### config.mk
export PLATFORM = sky130hd
export DESIGN_NAME = alphabet_range_map_flat
export DESIGN_NICKNAME = d
export VERILOG_FILES = /design/src/rtl/arm_pkg.sv /design/src/rtl/arm_if.sv /design/src/rtl/arm_ram.sv /design/src/rtl/arm_ctrl.sv /design/src/rtl/arm_dp.sv /design/src/rtl/alphabet_range_map.sv /design/src/flat_wrapper.sv
export SDC_FILE = /design/constraint.sdc
export NUM_CORES = 2
export LEC_CHECK = 0
export BUFFER_PORTS_ARGS = -buffer_cell sky130_fd_sc_hd__buf_4
export CORE_MARGIN = 4
export CORE_UTILIZATION = 50
export CTS_CLUSTER_SIZE = 12
export DETAILED_ROUTE_END_ITERATION = 10
export HOLD_SLACK_MARGIN = 0.06
export PLACE_DENSITY = 0.63
export RECOVER_POWER = 100
export SETUP_SLACK_MARGIN = 0.4
export SYNTH_ARGS = -nofsm -noshare
export SYNTH_HDL_FRONTEND = slang
export SYNTH_SLANG_ARGS = --single-unit
### constraint.sdc
create_clock -name clk -period 12.7 [get_ports clk]
set_input_delay 0.635 -clock clk [delete_from_list [all_inputs] [get_ports clk]]
set_output_delay 0.635 -clock clk [all_outputs]
set_load 0.05 [all_outputs]
### src/rtl/arm_pkg.sv
`default_nettype none
package arm_pkg;

  localparam int MAX_RANGES = 16;
  localparam int CHAR_W     = 31;
  localparam int IDX_W      = (MAX_RANGES > 1) ? $clog2(MAX_RANGES) : 1;
  localparam int CNT_W      = $clog2(MAX_RANGES + 1);
  localparam int LEN_W      = CHAR_W + 1;
  localparam int ACC_W      = CHAR_W + CNT_W + 1;

  typedef enum logic [1:0] {
    ST_OK    = 2'd0,
    ST_EMPTY = 2'd1,
    ST_FULL  = 2'd2,
    ST_MISS  = 2'd3
  } status_t;

  typedef enum logic [3:0] {
    S_IDLE,
    S_START,
    S_LREAD,
    S_LEVAL,
    S_CREAD,
    S_CEVAL,
    S_MREAD,
    S_MEVAL,
    S_FLUSH,
    S_FIN
  } state_t;

  typedef struct packed {
    logic [CHAR_W-1:0] s;
    logic [CHAR_W-1:0] e;
  } range_t;

  // Controller to datapath
  typedef struct packed {
    logic    load;
    logic    rd;
    logic    inc_i;
    logic    clr_i;
    logic    acc_add;
    logic    set_code;
    logic    take_new;
    logic    take_ram;
    logic    flush;
    logic    set_status;
    status_t status;
    logic    out_load;
  } cmd_t;

  // Datapath to controller
  typedef struct packed {
    logic is_lookup;
    logic ch_zero;
    logic empty;
    logic full;
    logic at_end;
    logic lk_hit;
    logic touch;
    logic new_first;
    logic new_taken;
    logic rsp_free;
  } sts_t;

  function automatic logic [LEN_W-1:0] range_len(input range_t r);
    return {1'b0, r.e} - {1'b0, r.s} + LEN_W'(1);
  endfunction

  function automatic logic [CHAR_W-1:0] sat_char(input logic [ACC_W-1:0] v);
    return (|v[ACC_W-1:CHAR_W]) ? {CHAR_W{1'b1}} : v[CHAR_W-1:0];
  endfunction

endpackage
`default_nettype wire

### src/rtl/arm_if.sv
`default_nettype none
interface arm_req_if;
  import arm_pkg::*;
  logic              valid;
  logic              ready;
  logic              op;
  logic [CHAR_W-1:0] range_first;
  logic [CHAR_W-1:0] range_last;
  logic [CHAR_W-1:0] character;

  modport source (output valid, op, range_first, range_last, character, input ready);
  modport sink   (input valid, op, range_first, range_last, character, output ready);
endinterface

interface arm_rsp_if;
  import arm_pkg::*;
  logic              valid;
  logic              ready;
  logic [CHAR_W-1:0] code;
  status_t           status;
  logic [CHAR_W-1:0] alphabet_size;

  modport source (output valid, code, status, alphabet_size, input ready);
  modport sink   (input valid, code, status, alphabet_size, output ready);
endinterface
`default_nettype wire

### src/rtl/arm_ram.sv
`default_nettype none
module arm_ram #(
  parameter int WIDTH = 8,
  parameter int DEPTH = 16,
  localparam int AW = (DEPTH > 1) ? $clog2(DEPTH) : 1
) (
  input  wire logic             clk,
  input  wire logic             we,
  input  wire logic [AW-1:0]    waddr,
  input  wire logic [WIDTH-1:0] wdata,
  input  wire logic             re,
  input  wire logic [AW-1:0]    raddr,
  output logic      [WIDTH-1:0] rdata
);
  logic [WIDTH-1:0] mem [DEPTH];

  always_ff @(posedge clk) begin
    if (we) begin
      mem[waddr] <= wdata;
    end
    if (re) begin
      rdata <= mem[raddr];
    end
  end
endmodule
`default_nettype wire

### src/rtl/arm_ctrl.sv
`default_nettype none
module arm_ctrl (
  input  wire logic          clk,
  input  wire logic          rst,
  input  wire logic          req_valid,
  output logic               req_ready,
  output arm_pkg::cmd_t      cmd,
  input  wire arm_pkg::sts_t sts
);
  import arm_pkg::*;

  state_t state, state_next;

  always_ff @(posedge clk) begin
    if (rst) begin
      state <= S_IDLE;
    end else begin
      state <= state_next;
    end
  end

  always_comb begin
    state_next = state;
    cmd        = '0;
    req_ready  = 1'b0;
    case (state)
      S_IDLE: begin
        req_ready = 1'b1;
        if (req_valid) begin
          cmd.load   = 1'b1;
          state_next = S_START;
        end
      end
      S_START: begin
        if (sts.is_lookup) begin
          if (sts.ch_zero) begin
            cmd.set_status = 1'b1;
            cmd.status     = ST_OK;
            state_next     = S_FIN;
          end else begin
            state_next = S_LREAD;
          end
        end else if (sts.empty) begin
          cmd.set_status = 1'b1;
          cmd.status     = ST_EMPTY;
          state_next     = S_FIN;
        end else if (sts.full) begin
          state_next = S_CREAD;
        end else begin
          state_next = S_MREAD;
        end
      end
      S_LREAD: begin
        if (sts.at_end) begin
          cmd.set_status = 1'b1;
          cmd.status     = ST_MISS;
          state_next     = S_FIN;
        end else begin
          cmd.rd     = 1'b1;
          state_next = S_LEVAL;
        end
      end
      S_LEVAL: begin
        if (sts.lk_hit) begin
          cmd.set_code   = 1'b1;
          cmd.set_status = 1'b1;
          cmd.status     = ST_OK;
          state_next     = S_FIN;
        end else begin
          cmd.acc_add = 1'b1;
          cmd.inc_i   = 1'b1;
          state_next  = S_LREAD;
        end
      end
      S_CREAD: begin
        if (sts.at_end) begin
          cmd.set_status = 1'b1;
          cmd.status     = ST_FULL;
          state_next     = S_FIN;
        end else begin
          cmd.rd     = 1'b1;
          state_next = S_CEVAL;
        end
      end
      S_CEVAL: begin
        if (sts.touch) begin
          cmd.clr_i  = 1'b1;
          state_next = S_MREAD;
        end else begin
          cmd.inc_i  = 1'b1;
          state_next = S_CREAD;
        end
      end
      S_MREAD: begin
        if (sts.at_end) begin
          if (!sts.new_taken) begin
            cmd.take_new = 1'b1;
          end else begin
            state_next = S_FLUSH;
          end
        end else begin
          cmd.rd     = 1'b1;
          state_next = S_MEVAL;
        end
      end
      S_MEVAL: begin
        if (!sts.new_taken && sts.new_first) begin
          cmd.take_new = 1'b1;
        end else begin
          cmd.take_ram = 1'b1;
          cmd.inc_i    = 1'b1;
          state_next   = S_MREAD;
        end
      end
      S_FLUSH: begin
        cmd.flush      = 1'b1;
        cmd.set_status = 1'b1;
        cmd.status     = ST_OK;
        state_next     = S_FIN;
      end
      S_FIN: begin
        if (sts.rsp_free) begin
          cmd.out_load = 1'b1;
          state_next   = S_IDLE;
        end
      end
      default: begin
        state_next = S_IDLE;
      end
    endcase
  end
endmodule
`default_nettype wire

### src/rtl/arm_dp.sv
`default_nettype none
module arm_dp (
  input  wire logic                  clk,
  input  wire logic                  rst,
  input  wire arm_pkg::cmd_t         cmd,
  output arm_pkg::sts_t              sts,
  input  wire logic                  op,
  input  wire logic [arm_pkg::CHAR_W-1:0] range_first,
  input  wire logic [arm_pkg::CHAR_W-1:0] range_last,
  input  wire logic [arm_pkg::CHAR_W-1:0] character,
  output logic                       rsp_valid,
  input  wire logic                  rsp_ready,
  output logic [arm_pkg::CHAR_W-1:0] rsp_code,
  output arm_pkg::status_t           rsp_status,
  output logic [arm_pkg::CHAR_W-1:0] rsp_size
);
  import arm_pkg::*;

  logic              op_r;
  logic [CHAR_W-1:0] first_r, last_r, ch_r;
  logic [CNT_W-1:0]  i_r, w_r, count_r;
  logic [CHAR_W-1:0] total_r, code_r;
  logic [ACC_W-1:0]  sum_r, acc_r;
  range_t            cur_r;
  logic              have_cur_r, new_taken_r;
  status_t           status_r;

  range_t ram_q, new_rng, x_rng;
  logic   take, merge_ok, ram_we;
  logic [LEN_W-1:0] first_m1_chk, last_p1;

  assign new_rng.s = first_r;
  assign new_rng.e = last_r;
  assign take      = cmd.take_new | cmd.take_ram;
  assign x_rng     = cmd.take_new ? new_rng : ram_q;
  assign merge_ok  = {1'b0, x_rng.s} <= ({1'b0, cur_r.e} + LEN_W'(1));
  assign ram_we    = (take & have_cur_r & ~merge_ok) | cmd.flush;
  assign first_m1_chk = {1'b0, ram_q.e} + LEN_W'(1);
  assign last_p1      = {1'b0, last_r} + LEN_W'(1);

  arm_ram #(.WIDTH($bits(range_t)), .DEPTH(MAX_RANGES)) u_ram (
    .clk   (clk),
    .we    (ram_we),
    .waddr (w_r[IDX_W-1:0]),
    .wdata (cur_r),
    .re    (cmd.rd),
    .raddr (i_r[IDX_W-1:0]),
    .rdata (ram_q)
  );

  always_comb begin
    sts.is_lookup = op_r;
    sts.ch_zero   = (ch_r == '0);
    sts.empty     = (first_r > last_r);
    sts.full      = (count_r == CNT_W'(MAX_RANGES));
    sts.at_end    = (i_r == count_r);
    sts.lk_hit    = (ram_q.s <= ch_r) && (ch_r <= ram_q.e);
    sts.touch     = (first_m1_chk >= {1'b0, first_r}) && ({1'b0, ram_q.s} <= last_p1);
    sts.new_first = (first_r <= ram_q.s);
    sts.new_taken = new_taken_r;
    sts.rsp_free  = ~rsp_valid | rsp_ready;
  end

  // Item and walk registers
  always_ff @(posedge clk) begin
    if (cmd.load) begin
      op_r        <= op;
      first_r     <= range_first;
      last_r      <= range_last;
      ch_r        <= character;
      i_r         <= '0;
      w_r         <= '0;
      sum_r       <= '0;
      acc_r       <= ACC_W'(1);
      code_r      <= '0;
      have_cur_r  <= 1'b0;
      new_taken_r <= 1'b0;
    end else begin
      if (cmd.clr_i) begin
        i_r <= '0;
      end else if (cmd.inc_i) begin
        i_r <= i_r + CNT_W'(1);
      end
      if (cmd.acc_add) begin
        acc_r <= acc_r + ACC_W'(range_len(ram_q));
      end
      if (cmd.set_code) begin
        code_r <= sat_char(acc_r + ACC_W'(ch_r) - ACC_W'(ram_q.s));
      end
      if (cmd.take_new) begin
        new_taken_r <= 1'b1;
      end
      if (take) begin
        if (!have_cur_r) begin
          cur_r      <= x_rng;
          have_cur_r <= 1'b1;
        end else if (merge_ok) begin
          if (x_rng.e > cur_r.e) begin
            cur_r.e <= x_rng.e;
          end
        end else begin
          cur_r <= x_rng;
          w_r   <= w_r + CNT_W'(1);
          sum_r <= sum_r + ACC_W'(range_len(cur_r));
        end
      end
    end
    if (cmd.set_status) begin
      status_r <= cmd.status;
    end
  end

  // Table state
  always_ff @(posedge clk) begin
    if (rst) begin
      count_r <= '0;
      total_r <= '0;
    end else if (cmd.flush) begin
      count_r <= w_r + CNT_W'(1);
      total_r <= sat_char(sum_r + ACC_W'(range_len(cur_r)));
    end
  end

  // Result register
  always_ff @(posedge clk) begin
    if (rst) begin
      rsp_valid <= 1'b0;
    end else if (cmd.out_load) begin
      rsp_valid <= 1'b1;
    end else if (rsp_ready) begin
      rsp_valid <= 1'b0;
    end
  end

  always_ff @(posedge clk) begin
    if (cmd.out_load) begin
      rsp_code   <= code_r;
      rsp_status <= status_r;
      rsp_size   <= total_r;
    end
  end

  a_count_max: assert property (@(posedge clk) disable iff (rst)
    count_r <= CNT_W'(MAX_RANGES))
    else $error("range count above table depth");

  a_wr_behind_rd: assert property (@(posedge clk) disable iff (rst)
    ram_we |-> (w_r <= i_r))
    else $error("range write overtakes the read pointer");

  a_total_hold: assert property (@(posedge clk) disable iff (rst)
    !cmd.flush |=> $stable(total_r))
    else $error("alphabet size changed outside a flush");

endmodule
`default_nettype wire

### src/rtl/alphabet_range_map.sv
// Alphabet range map: holds up to MAX_RANGES sorted, disjoint, non-adjacent
// character ranges in a small range memory with separate write and
// registered read ports. An add transaction merges its range with every
// stored range it overlaps or touches (or inserts it in sorted order),
// rewriting the table in one in-place pass; an empty range reports status 1
// and a needed new entry in a full table reports status 2, both leaving the
// table as it was. A lookup transaction returns the dense code of a
// character (0 for character 0, status 3 on a miss). Every response carries
// the current alphabet size, saturated at 2^31-1. One transaction is
// processed at a time, walking the range memory one entry at a time; an add
// into a full table first walks the table to check for a merge. A finished
// response waits in an output register, so the next request is taken while
// the previous response is still pending.
`default_nettype none
module alphabet_range_map (
  input  wire logic clk,
  input  wire logic rst,
  arm_req_if.sink   req,
  arm_rsp_if.source rsp
);
  import arm_pkg::*;

  cmd_t cmd;
  sts_t sts;

  // Sequencer: walks the range memory for each transaction
  arm_ctrl u_ctrl (
    .clk       (clk),
    .rst       (rst),
    .req_valid (req.valid),
    .req_ready (req.ready),
    .cmd       (cmd),
    .sts       (sts)
  );

  // Range memory, merge and code arithmetic, response register
  arm_dp u_dp (
    .clk         (clk),
    .rst         (rst),
    .cmd         (cmd),
    .sts         (sts),
    .op          (req.op),
    .range_first (req.range_first),
    .range_last  (req.range_last),
    .character   (req.character),
    .rsp_valid   (rsp.valid),
    .rsp_ready   (rsp.ready),
    .rsp_code    (rsp.code),
    .rsp_status  (rsp.status),
    .rsp_size    (rsp.alphabet_size)
  );

endmodule
`default_nettype wire
### src/flat_wrapper.sv
// flat-port wrapper written by rule: the top's interface ports become plain ports
module alphabet_range_map_flat import arm_pkg::*;
  (clk, rst, req_valid, req_op, req_range_first, req_range_last, req_character, req_ready, rsp_valid, rsp_code, rsp_status, rsp_alphabet_size, rsp_ready);
  arm_req_if req_i ();
  arm_rsp_if rsp_i ();
  input  wire logic clk;
  input  wire logic rst;
  input wire logic [$bits(req_i.valid)-1:0] req_valid;
  input wire logic [$bits(req_i.op)-1:0] req_op;
  input wire logic [$bits(req_i.range_first)-1:0] req_range_first;
  input wire logic [$bits(req_i.range_last)-1:0] req_range_last;
  input wire logic [$bits(req_i.character)-1:0] req_character;
  output wire logic [$bits(req_i.ready)-1:0] req_ready;
  output wire logic [$bits(rsp_i.valid)-1:0] rsp_valid;
  output wire logic [$bits(rsp_i.code)-1:0] rsp_code;
  output wire logic [$bits(rsp_i.status)-1:0] rsp_status;
  output wire logic [$bits(rsp_i.alphabet_size)-1:0] rsp_alphabet_size;
  input wire logic [$bits(rsp_i.ready)-1:0] rsp_ready;
  assign req_i.valid = req_valid;
  assign req_i.op = req_op;
  assign req_i.range_first = req_range_first;
  assign req_i.range_last = req_range_last;
  assign req_i.character = req_character;
  assign req_ready = req_i.ready;
  assign rsp_valid = rsp_i.valid;
  assign rsp_code = rsp_i.code;
  assign rsp_status = rsp_i.status;
  assign rsp_alphabet_size = rsp_i.alphabet_size;
  assign rsp_i.ready = rsp_ready;
  alphabet_range_map u_core (.clk(clk), .rst(rst), .req(req_i), .rsp(rsp_i));
endmodule
==> flow_metrics.env <==
export IMPL_die_h_um=383
export IMPL_wirelength_um=190000
export IMPL_drt_iter0_drc=3564
export IMPL_gp_congestion=0.964
export IMPL_layout_drive_gt1_share_pct=12.5
export IMPL_start_kind="register"
export IMPL_ys_types=79
export IMPL_die_w_um=383
export IMPL_startpoint="u_core.u_dp.i_r[0]"
export IMPL_cts_buffers=154
export IMPL_cp_arrival_ns=10.65
export IMPL_path_clk_slew_ns=0.06
export IMPL_min_path_type="in2reg"
export IMPL_ios=164
export IMPL_vdd_ir_drop_max_mv=0.144
export IMPL_synth_edf_count=1276
export IMPL_htree_num_levels=4
export IMPL_numClockSinks=1434
export IMPL_place_hpwl_um=132000
export IMPL_fillers=11282
export IMPL_port_buffers=163
export IMPL_antenna_left=0
export IMPL_start_util_pct=50.3
export IMPL_synth_seq_cells=1434
export IMPL_dr_pass1_iters=7
export IMPL_fin_util_pct=56.6
export IMPL_drv_cap=14
export IMPL_setup_viol=0
export IMPL_rr_endpoint="u_core.u_dp.u_ram.mem[4][27]"
export IMPL_grt_pass1_wl_um=282000
export IMPL_tns_ns=0
export IMPL_syn_avg_cell_area_sq_um=14.3
export IMPL_coreArea_sq_um=140000
export IMPL_nets=5839
export IMPL_min_to="u_core.u_dp.rsp_valid"
export IMPL_power_density_nw_per_um2=193
export IMPL_grt_max_degree=98
export IMPL_hold_violations=0
export IMPL_clk_latency_ns=0.81
export IMPL_post_route_min_period_ns=10.22
export IMPL_fmax_ghz=0.0979
export IMPL_overflow=0
export IMPL_antenna_found_initial=9
export IMPL_tightest_slew_ns=6.69
export IMPL_crit_type="reg2reg"
export IMPL_required_ns=13.13
export IMPL_drt_drc_violations_left=0
export IMPL_wl_per_cell_um=26.5
export IMPL_postCtsSetupBuffers=0
export IMPL_r2r_slack_ns=2.48
export IMPL_crit_top_cell="o21ai_0"
export IMPL_dieArea_sq_um=146000
export IMPL_status="finished with violations"
export IMPL_final_cell_mix="edfxtp_1, ha_1, inv_1, mux4_2, nor2_1"
export IMPL_synth_area_sq_um=70200
export IMPL_critPathSlowestCell="dfxtp_1"
export IMPL_min_period_over_period_pct=80.5
export IMPL_hold_start="rsp_ready"
export IMPL_grt_pass1_vias=43182
export IMPL_vias=42878
export IMPL_slowest_delay_ns=1.97
export IMPL_ys_warn_count=0
export IMPL_synth_main_ff_cell="edfxtp_1"
export IMPL_synth_nets=5532
export IMPL_gr_usage_all_layers_pct=26.1
export IMPL_rsz0062_at_grt="false"
export IMPL_critPathCaptureType="register"
export IMPL_area_growth_pct=12.6
export IMPL_reg2reg_depth=18
export IMPL_violations="capacitance limit, slew limit"
export IMPL_routed_via_density=5.96
export IMPL_crit_chain="xnor2_1 > nand3_1 > nor3_1 > o211ai_1 > clkbuf_1 > buf_4 > o21ai_0 > ha_1 > nand4_1 > nor2_1 > nand4_1 > a21oi_1 > o21ai_0 > a21oi_1 > and2_1 > o21ai_0 > nor2_4 > buf_4"
export IMPL_r2r_start="u_core.u_dp.i_r[0]"
export IMPL_whs_path_depth=3
export IMPL_num_rows=137
export IMPL_cts_buffer_depth=3
export IMPL_fin_skew_ns=0.0595
export IMPL_clockRootBuffer="clkbuf_16"
export IMPL_ys_async_sr_fraction_pct=0
export IMPL_p_leak_nw=28.7
export IMPL_synth_cells=4917
export IMPL_slew_headroom_pct=-346
export IMPL_timing_final_max_slew_violations=706
export IMPL_cts_tree="yes"
export IMPL_worstPathMaxFanout=97
export IMPL_final_common_cell="edfxtp_1"
export IMPL_ys_seq_area_share_pct=59.1
-- worst max-delay path, delay by kind of cell, from the launching register on --
kind,cells,cell delay (ns)
simple gates,7,2.80
buf+inv,3,2.31
compound gates,6,2.12
flops,1,1.97
fa+ha+maj,1,0.36
xor+xnor,1,0.15
-- routing by layer --
metal,routed length [um],GRT usage (%),up-vias,part of all wire [%]
li1,-,-,19451,-
met1,80600,35.8,21756,42
met2,91200,42.9,1399,48
met3,12100,4.20,272,6.4
met4,6550,8.44,0,3.4
met5,0,0,-,0
-- stage by stage --
step / power (mW) / instance area (sq um) / setup slack (ns) / hold WS (ns) / std cells
2_1_floorplan: 9.36 / 70200 / 3.41 / 0.400 / 4917
3_3_place_gp: 10.8 / 73700 / 3.49 / 0.408 / 6850
3_5_place_dp: 10.8 / 73700 / 3.42 / 0.410 / 6850
4_1_cts: 15.2 / 79500 / 3.39 / 0.242 / 7199
5_1_grt: 16.1 / 79000 / 1.49 / 0.267 / 7199
6_report: 15.2 / 79000 / 2.48 / 0.289 / 7200
-- sequential cells by signal, indices dropped and copies added (netlist names), 31 cells and up --
register / cells
u_core.u_dp.acc_r: 37
u_core.u_dp.u_ram.rdata: 62
u_core.u_dp.code_r: 31
u_core.u_dp.first_r: 31
u_core.u_dp.u_ram.mem: 992
u_core.u_dp.last_r: 31
u_core.u_dp.rsp_code: 31
u_core.u_dp.total_r: 31
u_core.u_dp.ch_r: 31
u_core.u_dp.cur_r: 62
u_core.u_dp.rsp_size: 31
u_core.u_dp.sum_r: 37
-- synth_stat cells (6+ instances only) --
master / number / area share [%]
edfxtp_1: 1276 / 55
ha_1: 482 / 8.6
inv_1: 392 / 2.1
mux4_2: 310 / 10
nor2_1: 243 / 1.3
a21oi_1: 230 / 1.6
o21ai_0: 226 / 1.6
nand2_1: 224 / 1.2
xnor2_1: 192 / 2.4
dfxtp_1: 158 / 4.5
a21o_1: 146 / 1.6
clkbuf_1: 117 / 0.63
nand3_1: 109 / 0.78
a211oi_1: 74 / 0.79
nand4_1: 65 / 0.58
o21a_1: 59 / 0.63
nor3_1: 47 / 0.34
xor2_1: 46 / 0.57
and2_1: 36 / 0.32
fa_1: 35 / 1.0
nor4_1: 35 / 0.31
mux2i_1: 30 / 0.43
nor2b_1: 30 / 0.27
o21ba_1: 30 / 0.43
and3_1: 29 / 0.26
buf_1: 27 / 0.14
o21bai_1: 26 / 0.28
nand2b_1: 25 / 0.22
o211ai_1: 21 / 0.22
a31oi_1: 16 / 0.14
or3_1: 16 / 0.14
buf_2: 12 / 0.086
and4_1: 11 / 0.14
a221oi_1: 10 / 0.12
o31ai_1: 10 / 0.11
a211o_1: 8 / 0.10
a21boi_0: 8 / 0.086
a41oi_1: 6 / 0.075
o211a_1: 6 / 0.086
o31a_1: 6 / 0.075
o41ai_1: 6 / 0.075
or2_2: 6 / 0.054
-- worst max-delay path by stage --
| stage | end | cells past startpoint |
|---|---|---|
| after floorplan | u_core.u_dp.u_ram.mem[2][0] | 26 |
| after global placement | u_core.u_dp.u_ram.mem[4][56] | 22 |
| after detailed placement | u_core.u_dp.u_ram.mem[4][53] | 22 |
| after CTS | u_core.u_dp.u_ram.mem[4][28] | 22 |
| after global routing | u_core.u_dp.u_ram.mem[4][27] | 18 |
| final | u_core.u_dp.u_ram.mem[4][27] | 18 |
-- layout make-up --
type                       instances  area [sq um]  area share (%)
sequential                      1434         41500            52.5
multi-input combinational       2932         26700            33.7
clock inverter                    54           732           0.927
timing repair buffer             310          2170            2.74
clock buffer                     201          4120            5.22
tap                             1876          2350            2.97
inverter                         392          1470            1.86
antenna                            1          2.50         0.00317
-- power by group --
part	leakage, nW	internal [mW]	switching (mW)
combinational	13.6	2.10	2.84
clock	2.33	2.45	1.89
sequential	12.8	5.56	0.374
total	28.7	10.1	5.10
-- cells by family (layout without fill, tap and decap cells) --
family	after synthesis	count (layout)	synth area share, %
XOR/XNOR	238	238	2.97
AND/OR/NAND/NOR	900	900	6.21
multiplexers	342	342	10.4
adder cells (fa/ha/maj)	517	517	9.59
buffers and inverters	551	957	3.00
other	0	1	0
flip-flops	1434	1434	59.1
AO/OA/AOI/OAI	935	935	8.70
-- repair_timing --
action / 4_1_cts / 5_1_grt
hold buffers: 94 / 0
resized for setup: 0 / 0
hold endpoints to repair: 94 / 0
Power figures use the tool's default switching activity.
